File: config.mk
export PLATFORM = sky130hd
export DESIGN_NAME = x86_integer_alu_with_flags_unit
export DESIGN_NICKNAME = d
export VERILOG_FILES = /design/src/sv/xalu_pkg.sv /design/src/sv/xalu_datapath.sv /design/src/sv/xalu_seq.sv /design/src/sv/x86_integer_alu_with_flags_unit.sv
export SDC_FILE = /design/constraint.sdc
export NUM_CORES = 2
export LEC_CHECK = 0
export ABC_CLOCK_PERIOD_IN_PS = 22300
export BUFFER_PORTS_ARGS = -buffer_cell sky130_fd_sc_hd__buf_2
export CAP_MARGIN = 0
export CORE_MARGIN = 2
export CORE_UTILIZATION = 31
export DETAILED_ROUTE_END_ITERATION = 10
export GPL_TIMING_DRIVEN = 0
export PLACE_DENSITY = 0.53
export RECOVER_POWER = 50
export SLEW_MARGIN = 20
export SYNTH_ARGS = -nofsm -noshare
export SYNTH_HDL_FRONTEND = slang
export SYNTH_HIERARCHICAL = 1
export SYNTH_SLANG_ARGS = --single-unit
File: constraint.sdc
create_clock -name clk -period 22.3 [get_ports clk]
set_input_delay 4.46 -clock clk [delete_from_list [all_inputs] [get_ports clk]]
set_output_delay 4.46 -clock clk [all_outputs]
set_load 0.005 [all_outputs]
File: src/sv/xalu_pkg.sv
// Shared types and constants for the integer ALU.
`default_nettype none
package xalu_pkg;
  localparam logic [3:0] OP_ADD = 4'd0, OP_SUB = 4'd1, OP_CMP = 4'd2, OP_INC = 4'd3,
    OP_DEC = 4'd4, OP_NEG = 4'd5, OP_ADC = 4'd6, OP_SBB = 4'd7, OP_MUL = 4'd8,
    OP_IMUL1 = 4'd9, OP_IMUL2 = 4'd10, OP_IMUL3 = 4'd11, OP_DIV = 4'd12,
    OP_IDIV = 4'd13;
  localparam logic [1:0] W8 = 2'd0, W16 = 2'd1;

  typedef struct packed {
    logic [3:0]  opcode;
    logic [1:0]  op_width;
    logic [1:0]  imm_width;
    logic [31:0] dest_value;
    logic [31:0] src_value;
    logic [31:0] acc_low;
    logic [31:0] acc_high;
  } in_item_t;

  typedef struct packed {
    logic [31:0] result;
    logic [31:0] result_high;
    logic        write_dest;
    logic        write_acc_pair;
    logic        carry_out;
    logic        overflow_out;
    logic        zero_out;
    logic        sign_out;
    logic        divide_error;
  } out_item_t;

  typedef enum logic [2:0] {
    ST_IDLE, ST_MUL, ST_DIV, ST_FIX, ST_DONE
  } state_t;

  // Control from sequencer to the shared datapath.
  typedef struct packed {
    logic load;
    logic mul_step;
    logic div_step;
    logic fix;
  } ctl_t;
endpackage
`default_nettype wire

File: src/sv/xalu_datapath.sv
// Shared shift-add multiply and restoring divide datapath, plus flag arithmetic.
`default_nettype none
module xalu_datapath (
  input  wire logic              clk,
  input  wire logic              rst,
  input  wire xalu_pkg::ctl_t    ctl,
  input  wire xalu_pkg::in_item_t item,
  output xalu_pkg::out_item_t    res,
  output logic                   is_mul,
  output logic                   is_div
);
  import xalu_pkg::*;

  function automatic logic is_mul_op(input logic [3:0] o);
    return (o == OP_MUL) || (o == OP_IMUL1) || (o == OP_IMUL2) || (o == OP_IMUL3);
  endfunction

  logic [3:0]  op;
  logic [31:0] mcand, mplier, acc_hi, acc_lo, dvsr;
  logic        negate_q, negate_r, neg_prod, derr;
  logic        cf, of, zf, sf;
  logic [31:0] rres, rhigh;
  logic        wd, wp, dflag;

  // Combinational values from the loaded item.
  logic [31:0] m, top, d, s, r, sx;
  logic [32:0] full, sub;
  logic        c_in, a_cf, a_of, arith;
  logic [31:0] da_abs, acc_abs_lo, acc_abs_hi, ld_mc, ld_mp;
  logic [63:0] n_abs;
  logic        nneg, dneg;
  logic [32:0] trial;
  logic [63:0] prod, rem_pair;

  always_comb begin
    unique case (item.op_width)
      W8:      begin m = 32'h0000_00ff; top = 32'h0000_0080; end
      W16:     begin m = 32'h0000_ffff; top = 32'h0000_8000; end
      default: begin m = 32'hffff_ffff; top = 32'h8000_0000; end
    endcase
    unique case (item.imm_width)
      W8:      sx = {{24{item.src_value[7]}}, item.src_value[7:0]};
      W16:     sx = {{16{item.src_value[15]}}, item.src_value[15:0]};
      default: sx = item.src_value;
    endcase
    d     = item.dest_value & m;
    s     = item.src_value & m;
    c_in  = ((item.opcode == OP_ADC) || (item.opcode == OP_SBB)) ? cf : 1'b0;
    full  = {1'b0, d} + {1'b0, s} + {32'd0, c_in};
    sub   = {1'b0, s} + {32'd0, c_in};
    arith = 1'b1;
    a_cf  = cf;
    a_of  = of;
    r     = '0;
    unique case (item.opcode)
      OP_ADD, OP_ADC: begin
        r = full[31:0] & m;
        unique case (item.op_width)
          W8:      a_cf = full[8];
          W16:     a_cf = full[16];
          default: a_cf = full[32];
        endcase
        a_of = |(~(d ^ s) & (d ^ r) & top);
      end
      OP_SUB, OP_CMP, OP_SBB: begin
        r    = (d - sub[31:0]) & m;
        a_cf = {1'b0, d} < sub;
        a_of = |((d ^ s) & (d ^ r) & top);
      end
      OP_INC: begin r = (d + 32'd1) & m; a_of = (r == top); end
      OP_DEC: begin r = (d - 32'd1) & m; a_of = (d == top); end
      OP_NEG: begin r = (32'd0 - d) & m; a_cf = (d != 0); a_of = (d == top); end
      default: arith = 1'b0;
    endcase
    is_mul = (item.opcode == OP_MUL) || (item.opcode == OP_IMUL1) ||
             (item.opcode == OP_IMUL2) || (item.opcode == OP_IMUL3);
    is_div = (item.opcode == OP_DIV) || (item.opcode == OP_IDIV);
    nneg   = (item.opcode == OP_IDIV) && item.acc_high[31];
    dneg   = (item.opcode == OP_IDIV) && item.dest_value[31];
    n_abs  = nneg ? (64'd0 - {item.acc_high, item.acc_low}) : {item.acc_high, item.acc_low};
    da_abs = dneg ? (32'd0 - item.dest_value) : item.dest_value;
    acc_abs_hi = n_abs[63:32];
    acc_abs_lo = n_abs[31:0];
    // imul1 magnitudes; low product is sign-independent for imul2/imul3.
    ld_mc = item.acc_low;
    ld_mp = item.dest_value;
    if (item.opcode == OP_IMUL1) begin
      ld_mc = item.acc_low[31] ? (32'd0 - item.acc_low) : item.acc_low;
      ld_mp = item.dest_value[31] ? (32'd0 - item.dest_value) : item.dest_value;
    end else if (item.opcode == OP_IMUL2) begin
      ld_mc = item.src_value;
    end else if (item.opcode == OP_IMUL3) begin
      ld_mc = sx;
    end
    trial = {acc_hi, acc_lo[31]} - {1'b0, dvsr};
    prod  = {acc_hi, acc_lo};
    rem_pair = 64'd0 - prod;
  end

  logic [32:0] madd;
  assign madd = {1'b0, acc_hi} + ((mplier[0]) ? {1'b0, mcand} : 33'd0);

  always_ff @(posedge clk) begin
    if (rst) begin
      cf <= 1'b0; of <= 1'b0; zf <= 1'b0; sf <= 1'b0;
    end else if (ctl.load && arith) begin
      cf <= a_cf; of <= a_of; zf <= (r == 0); sf <= |(r & top);
    end
  end

  always_ff @(posedge clk) begin
    if (ctl.load) begin
      op       <= item.opcode;
      rres     <= r;
      rhigh    <= '0;
      wd       <= arith ? (item.opcode != OP_CMP) : (item.opcode == OP_IMUL2 ||
                                                   item.opcode == OP_IMUL3);
      wp       <= (item.opcode == OP_MUL) || (item.opcode == OP_IMUL1);
      dflag    <= 1'b0;
      mcand    <= ld_mc;
      mplier   <= ld_mp;
      neg_prod <= (item.opcode == OP_IMUL1) && (item.acc_low[31] ^ item.dest_value[31]);
      negate_q <= nneg ^ dneg;
      negate_r <= nneg;
      dvsr     <= da_abs;
      // Quotient overflow when high half of |n| is not below |d|.
      derr     <= is_div && ((item.dest_value == 0) || (acc_abs_hi >= da_abs));
      if (is_div) begin
        acc_hi <= acc_abs_hi; acc_lo <= acc_abs_lo;
      end else begin
        acc_hi <= '0; acc_lo <= '0;
      end
    end else if (ctl.mul_step) begin
      // Shift-add: product accumulates into acc_hi, shifts into acc_lo.
      {acc_hi, acc_lo} <= {madd, acc_lo[31:1]};
      mplier <= {1'b0, mplier[31:1]};
    end else if (ctl.div_step) begin
      if (!trial[32]) {acc_hi, acc_lo} <= {trial[31:0], acc_lo[30:0], 1'b1};
      else            {acc_hi, acc_lo} <= {acc_hi[30:0], acc_lo, 1'b0};
    end else if (ctl.fix) begin
      if (is_mul_op(op)) begin
        if (neg_prod) begin
          rres <= rem_pair[31:0]; rhigh <= rem_pair[63:32];
        end else begin
          rres <= acc_lo; rhigh <= acc_hi;
        end
        if (op == OP_IMUL2 || op == OP_IMUL3) rhigh <= '0;
      end else begin
        // acc_lo holds quotient, acc_hi remainder.
        if (derr || (negate_q ? (acc_lo > 32'h8000_0000) :
                     ((op == OP_IDIV) && acc_lo[31]))) begin
          dflag <= 1'b1; wp <= 1'b0; rres <= '0; rhigh <= '0;
        end else begin
          wp    <= 1'b1;
          rres  <= negate_q ? (32'd0 - acc_lo) : acc_lo;
          rhigh <= negate_r ? (32'd0 - acc_hi) : acc_hi;
        end
      end
    end
  end

  assign res = '{result: rres, result_high: rhigh, write_dest: wd, write_acc_pair: wp,
                 carry_out: cf, overflow_out: of, zero_out: zf, sign_out: sf,
                 divide_error: dflag};
endmodule
`default_nettype wire

File: src/sv/xalu_seq.sv
// Sequencer that steps the shared multiply/divide datapath.
`default_nettype none
module xalu_seq (
  input  wire logic           clk,
  input  wire logic           rst,
  input  wire logic           in_fire,
  input  wire logic           out_fire,
  input  wire logic           is_mul,
  input  wire logic           is_div,
  output xalu_pkg::ctl_t      ctl,
  output logic                busy_idle,
  output logic                done
);
  import xalu_pkg::*;

  state_t     state, state_next;
  logic [4:0] count;

  always_comb begin
    state_next = state;
    unique case (state)
      ST_IDLE: if (in_fire) state_next = is_mul ? ST_MUL : (is_div ? ST_DIV : ST_DONE);
      ST_MUL:  if (count == 5'd31) state_next = ST_FIX;
      ST_DIV:  if (count == 5'd31) state_next = ST_FIX;
      ST_FIX:  state_next = ST_DONE;
      ST_DONE: if (out_fire) state_next = ST_IDLE;
      default: state_next = ST_IDLE;
    endcase
  end

  always_comb begin
    ctl       = '0;
    ctl.load  = (state == ST_IDLE) && in_fire;
    ctl.mul_step = (state == ST_MUL);
    ctl.div_step = (state == ST_DIV);
    ctl.fix   = (state == ST_FIX);
    busy_idle = (state == ST_IDLE);
    done      = (state == ST_DONE);
  end

  always_ff @(posedge clk) begin
    if (rst) begin
      state <= ST_IDLE;
      count <= '0;
    end else begin
      state <= state_next;
      if (state == ST_MUL || state == ST_DIV) count <= count + 5'd1;
      else count <= '0;
    end
  end
endmodule
`default_nettype wire

File: src/sv/x86_integer_alu_with_flags_unit.sv
// Top level of the x86 integer ALU with flags.
`default_nettype none
// Add/sub/cmp/inc/dec/neg/adc/sbb and the unused opcodes present their result the
// cycle after acceptance. mul, imul and div, idiv run 32 steps of one shared shift-add /
// restoring-divide unit plus a sign fix step, and present their result after the fix
// step. One transaction is in flight at a time: in_ready is high only while idle, and
// the result register holds until taken.
module x86_integer_alu_with_flags_unit (
  input  wire logic                clk,
  input  wire logic                rst,
  input  wire logic                in_valid,
  output logic                     in_ready,
  input  wire xalu_pkg::in_item_t  in_data,
  output logic                     out_valid,
  input  wire logic                out_ready,
  output xalu_pkg::out_item_t      out_data
);
  import xalu_pkg::*;

  ctl_t     ctl;
  in_item_t item;
  logic     is_mul, is_div, idle, done;

  always_ff @(posedge clk) begin
    if (in_valid && in_ready) item <= in_data;
  end

  xalu_seq u_seq (
    .clk, .rst, .in_fire(in_valid && in_ready), .out_fire(out_valid && out_ready),
    .is_mul, .is_div, .ctl, .busy_idle(idle), .done
  );

  // Datapath sees the live input during load, the held copy afterwards.
  in_item_t dp_item;
  assign dp_item = ctl.load ? in_data : item;

  xalu_datapath u_dp (
    .clk, .rst, .ctl, .item(dp_item), .res(out_data), .is_mul, .is_div
  );

  assign in_ready  = idle;
  assign out_valid = done;
endmodule
`default_nettype wire

Yosys cells after proc, flatten, opt, wreduce, memory -nomap -nowiden
Index checks and enable logic that the tools add are counted.

Reduce and logical (&&, ||, !) cells: 50. Bitwise logic cells: 22. Muxes and demuxes: 58. Eq/ne operators: 34. $add $sub $neg: 16. Magnitude comparators: 3.

Operator list (number): 2-to-1 mux 32 bit (32); bitwise AND 32 bit (12); case mux 32 bit (2 select lines) (3); case mux 32 bit (5 select lines) (1); subtractor 1 x 32 -> 32 bit, first input constant (5); 2-to-1 mux 136 bit (1); subtractor 1 x 64 -> 64 bit, first input constant (2); OR reduction 32 bit (3); bitwise XOR 32 bit (3); equality test 32 bit (2); logical NOT 32 bit (2); 2-to-1 mux 64 bit (1); equality test 4 bit, second input constant (11); adder 32 x 1 -> 33 bit (1); adder 32 x 32 -> 33 bit (1); adder 32 x 33 -> 33 bit (1); adder 33 x 1 -> 33 bit (1); < comparator 32 x 33 -> 1 bit (1); subtractor 33 x 32 -> 33 bit (1); adder 32 x 1 -> 32 bit, second input constant (1); greater-or-equal comparator 32 bit (1); greater-than comparator 32 bit, second input constant (1); inverter 32 bit (1); nonzero test 32 bit (1); 37 further kinds (94).

Output and inout port bits: 73. Flip-flop bits (word level): 383. Logic and storage cells: 211. Input bits: 140.

Longest topological paths before layout
Depth in word-level cells: 15. Gate-level depth with buffers: 34.

By module
The synthesis kept the hierarchy.

By module, submodules not included: xalu_datapath (instances 1, area each 27797.9 um2, cells an instance 3649); x86_integer_alu_with_flags_unit (instances 1, area each 5890.6 um2, cells an instance 289); xalu_seq (instances 1, area each 464.2 um2, cells an instance 51).

Worst setup path after synthesis
OpenSTA, ideal clock, no wires.

Path type: input -> register. From: input port in_valid. To: register u_dp.zf. Arrival time: 15.358 ns. Slack: 6.873 ns. Buffers on the path: 12. Stages on the path: 28. Library setup time: 0.069 ns. Cells stage by stage: and2_1 -> and2_1 -> buf_6 -> buf_6 -> buf_6 -> mux2_4 -> clkbuf_1 -> clkbuf_1 -> clkbuf_1 -> clkbuf_1 -> clkbuf_1 -> clkbuf_1 -> clkbuf_1 -> clkbuf_1 -> nand2_1 -> ha_1 -> clkbuf_1 -> inv_1 -> or3_1 -> o21a_1 -> a31oi_1 -> mux2i_1 -> a21oi_1 -> o31a_1 -> nand3b_1 -> nor4_1 -> nand4b_1 -> o21ai_1.

RTL lines: start, declared (line x86_integer_alu_with_flags_unit.sv:11) `input wire logic in_valid,`; end signal, assigned (line xalu_datapath.sv:105) `cf <= 1'b0; of <= 1'b0; zf <= 1'b0; sf <= 1'b0;`; end signal, assigned (line xalu_datapath.sv:107) `cf <= a_cf; of <= a_of; zf <= (r == 0); sf <= |(r & top);`; end, declared (line xalu_datapath.sv:21) `logic cf, of, zf, sf;`.

==> run metrics <==
status=finished, violations left; failing checks=max-capacitance violations, max-slew violations; gr ovfl total=0; I/O pins=213; Synth warnings=6; fin crit period=17.66 ns; post-synthesis simple-gate area fraction=19.4%; mux share of post-synthesis cell area=6.87%; post-synth top area share=29.7%; DRT iter0 DRCs=3943; Die Y=336 µm; fill cell count=11377; Total GRT Usage=26.6%; final worst-path cycle share=79.2%; CP arrival=17.96 ns; CTS resizes=0; DRC errors left=0; clk buf depth=3; H-Tree Depth=2; CP endpoint kind=flip-flop; postcts setup bufs=0; Port Buffers=212; TNS Setup=0 ns; share of async-settable or async-resettable flops after synthesis=0%; Register-to-Register Path Depth=28; Routed wire per std cell=27.2 µm; HP Class=flip-flop to flip-flop; Slew @ Worst Pin=3.13 ns; largest net degree at the start of global routing=55; synthesized area per cell=8.56 µm²; CTS tree=built; Clock Tree Root=clkbuf_16; HP Start=u_seq/count[0]; hold slack=0.446 ns; unrepaired setup endpoints after global routing=no; EDFF count, synth=338; core area=0.109 mm²; Critical Path RT=22.60 ns; Max Slew Vio Count=171; flop-to-flop setup slack=7.54 ns; dpl hpwl=124000 µm; slowest CP cell=and2_0; cell total after placement=5621; mapped cell area=0.0342 mm²; CP dominant cell by count=clkbuf_1; via count=33475; post-synth net total=4305; Nets=4575; wire length of the first global-routing pass=220000 µm; Initial Util=31.3%; Setup Skew=0.0575 ns; post-synthesis xor/xnor area fraction=8.51%; clock latency on the worst-skew pair=0.68 ns; Adder-Cell Fraction of Synth Area=6.56%; Area Overhead vs Synth=13.2%; hold path cells=1; Max Cap Viol=4; Reg-to-Reg End=u_dp/rres[26]; vias per inst=5.86; fmax=56.6 MHz; post-route ant nets=0; Slew headroom=-109%; CTS buffer count=50; Non-Filler Instances=5716; final hold vios=0; largest family of logic cells by synthesized area=compound AO/OA/AOI/OAI gates; reg2reg start=u_seq/state[2]; Cell variety after synth=106; clock slew at reported path FFs=0.06 ns; Seq/Total Area, Yosys=32.4%; share of cells above drive strength 1=9.28%; synth top area cells=edfxtp_1, ha_1, a21oi_1, xnor2_1, nand2_1; worst setup path class=input pin to flip-flop; crit path launch type=input pin; Worst Hold Endpoint=u_seq/count[0]; CP max FO=51; cell area after layout=0.0387 mm²; compound-cell area share of the yosys netlist=21.5%; routability congestion estimate from global placement=0.981; Synth area leader=edfxtp_1; area of placed instances=0.0372 mm²; number of global-route vias before repair=31345; Mapped Cells=3989; longest individual stage delay on the worst path=2.00 ns; initial antenna violation count=14; CTS sink cnt=383; Top FF cell, synth=edfxtp_1; Final Setup Violations=0; drt first pass iters=6; number of synthesized register bits=383; die area=0.113 mm²; Routed WL=155000 µm; CTS Hold Bufs=0; Die Wd=336 µm; # rows=121
sequential cells by signal, summed over array words and instances, names as in the netlist, 3 cells and up:
signal,flops
item,136
u_dp/acc_hi,32
u_dp/acc_lo,32
u_dp/dvsr,32
u_dp/mcand,32
u_dp/mplier,32
u_dp/op,4
u_dp/rhigh,32
u_dp/rres,32
u_seq/count,5
u_seq/state,3
cell usage in the layout (no fill, tap or decap), types with 40 or more instances in the layout:
| cell type | netlist | layout |
|---|---|---|
| a211oi_1 | 46 | 46 |
| a21o_1 | 65 | 65 |
| a21oi_1 | 349 | 349 |
| a31oi_1 | 41 | 41 |
| and2_1 | 75 | 73 |
| buf_2 | 21 | 90 |
| clkbuf_1 | 201 | 354 |
| clkbuf_16 | 0 | 50 |
| dfxtp_1 | 45 | 45 |
| edfxtp_1 | 338 | 338 |
| ha_1 | 171 | 171 |
| inv_1 | 151 | 150 |
| mux2_2 | 99 | 99 |
| mux2_4 | 40 | 40 |
| mux2i_1 | 63 | 63 |
| nand2_1 | 382 | 381 |
| nand2b_1 | 51 | 52 |
| nand3_1 | 90 | 90 |
| nor2_1 | 322 | 321 |
| nor3_1 | 107 | 105 |
| o21ai_0 | 227 | 226 |
| o22ai_1 | 84 | 84 |
| or3_1 | 65 | 64 |
| xnor2_1 | 172 | 172 |
| xor2_1 | 158 | 158 |
cells by family after synthesis:
| logic type | count (synthesis) |
|---|---|
| AO/OA/AOI/OAI | 1150 |
| XOR/XNOR | 331 |
| adder cells (fa/ha/maj) | 176 |
| buffers and inverters | 402 |
| flip-flops | 383 |
| multiplexers | 202 |
| AND/OR/NAND/NOR | 1345 |
Yosys cell counts (all sizes together), types with 11 or more instances:
| library cell | instances |
|---|---|
| nand2 | 383 |
| a21oi | 351 |
| edfxtp | 338 |
| nor2 | 323 |
| o21ai | 247 |
| clkbuf | 201 |
| xnor2 | 173 |
| ha | 171 |
| xor2 | 158 |
| inv | 151 |
| mux2 | 139 |
| nor3 | 110 |
| nand3 | 90 |
| o22ai | 84 |
| and2 | 80 |
| or3 | 70 |
| a21o | 66 |
| mux2i | 63 |
| nand2b | 52 |
| buf | 50 |
| a211oi | 46 |
| dfxtp | 45 |
| a31oi | 41 |
| and3 | 39 |
| nand4 | 37 |
| nor4 | 36 |
| o211ai | 34 |
| o31ai | 30 |
| o21a | 27 |
| o221ai | 27 |
| nor2b | 26 |
| or4 | 24 |
| a22oi | 23 |
| o21bai | 19 |
| or2 | 18 |
| a221oi | 17 |
| a221o | 14 |
| a311oi | 12 |
| nand3b | 12 |
| a22o | 11 |
| nor3b | 11 |
| nor4b | 11 |
| o31a | 11 |
how the worst max path moves through the flow:
| stage | from | to | slack (ns) | cells after the start |
|---|---|---|---|---|
| 2_1_floorplan | in_valid | u_dp/zf | 6.87 | 28 |
| 3_3_place_gp | in_valid | u_dp/rres[27] | -0.40 | 26 |
| 3_5_place_dp | in_valid | u_dp/rres[26] | 7.05 | 27 |
| 4_1_cts | in_valid | u_dp/rres[26] | 7.77 | 27 |
| 5_1_grt | in_valid | u_dp/zf | 4.11 | 31 |
| 6_report | in_valid | u_dp/rres[26] | 4.64 | 27 |
final cells by class:
type | count | area, µm² | area share (%)
well taps | 1414 | 1770 | 4.58
plain buffers | 251 | 1070 | 2.77
clock buffers | 58 | 1280 | 3.31
flip-flops and latches | 383 | 11100 | 28.6
diodes | 2 | 5.00 | 0.0129
inverters | 151 | 567 | 1.47
repair buffers | 218 | 985 | 2.55
clock inverters | 35 | 430 | 1.11
multi-input cells | 3204 | 21500 | 55.6
worst max-delay path: cells and delay by family:
family                   cells  cell delay (ns)
buffers and inverters       15             5.95
AND/OR/NAND/NOR              4             4.43
AO/OA/AOI/OAI                5             2.25
adder cells (fa/ha/maj)      1             0.30
XOR/XNOR                     1             0.22
multiplexers                 1             0.19
stage by stage:
step	util, %	setup WS, ns
6_report	35.5	4.64
4_1_cts	35.7	7.77
3_3_place_gp	33.9	-0.400
3_5_place_dp	34.1	7.05
5_1_grt	35.5	4.11
2_1_floorplan	-	6.87
per-layer routing:
metal / vias to the layer above / global-route usage (%) / share of wire [%]
met5: - / 0 / 0.022
met3: 312 / 4.66 / 8.2
met2: 1712 / 42.5 / 44
li1: 15326 / - / -
met4: 4 / 12.9 / 5.6
met1: 16121 / 34.7 / 42
Power is not shown: default switching activity piles up to over one toggle a cycle in this logic, so the estimate is an artifact.
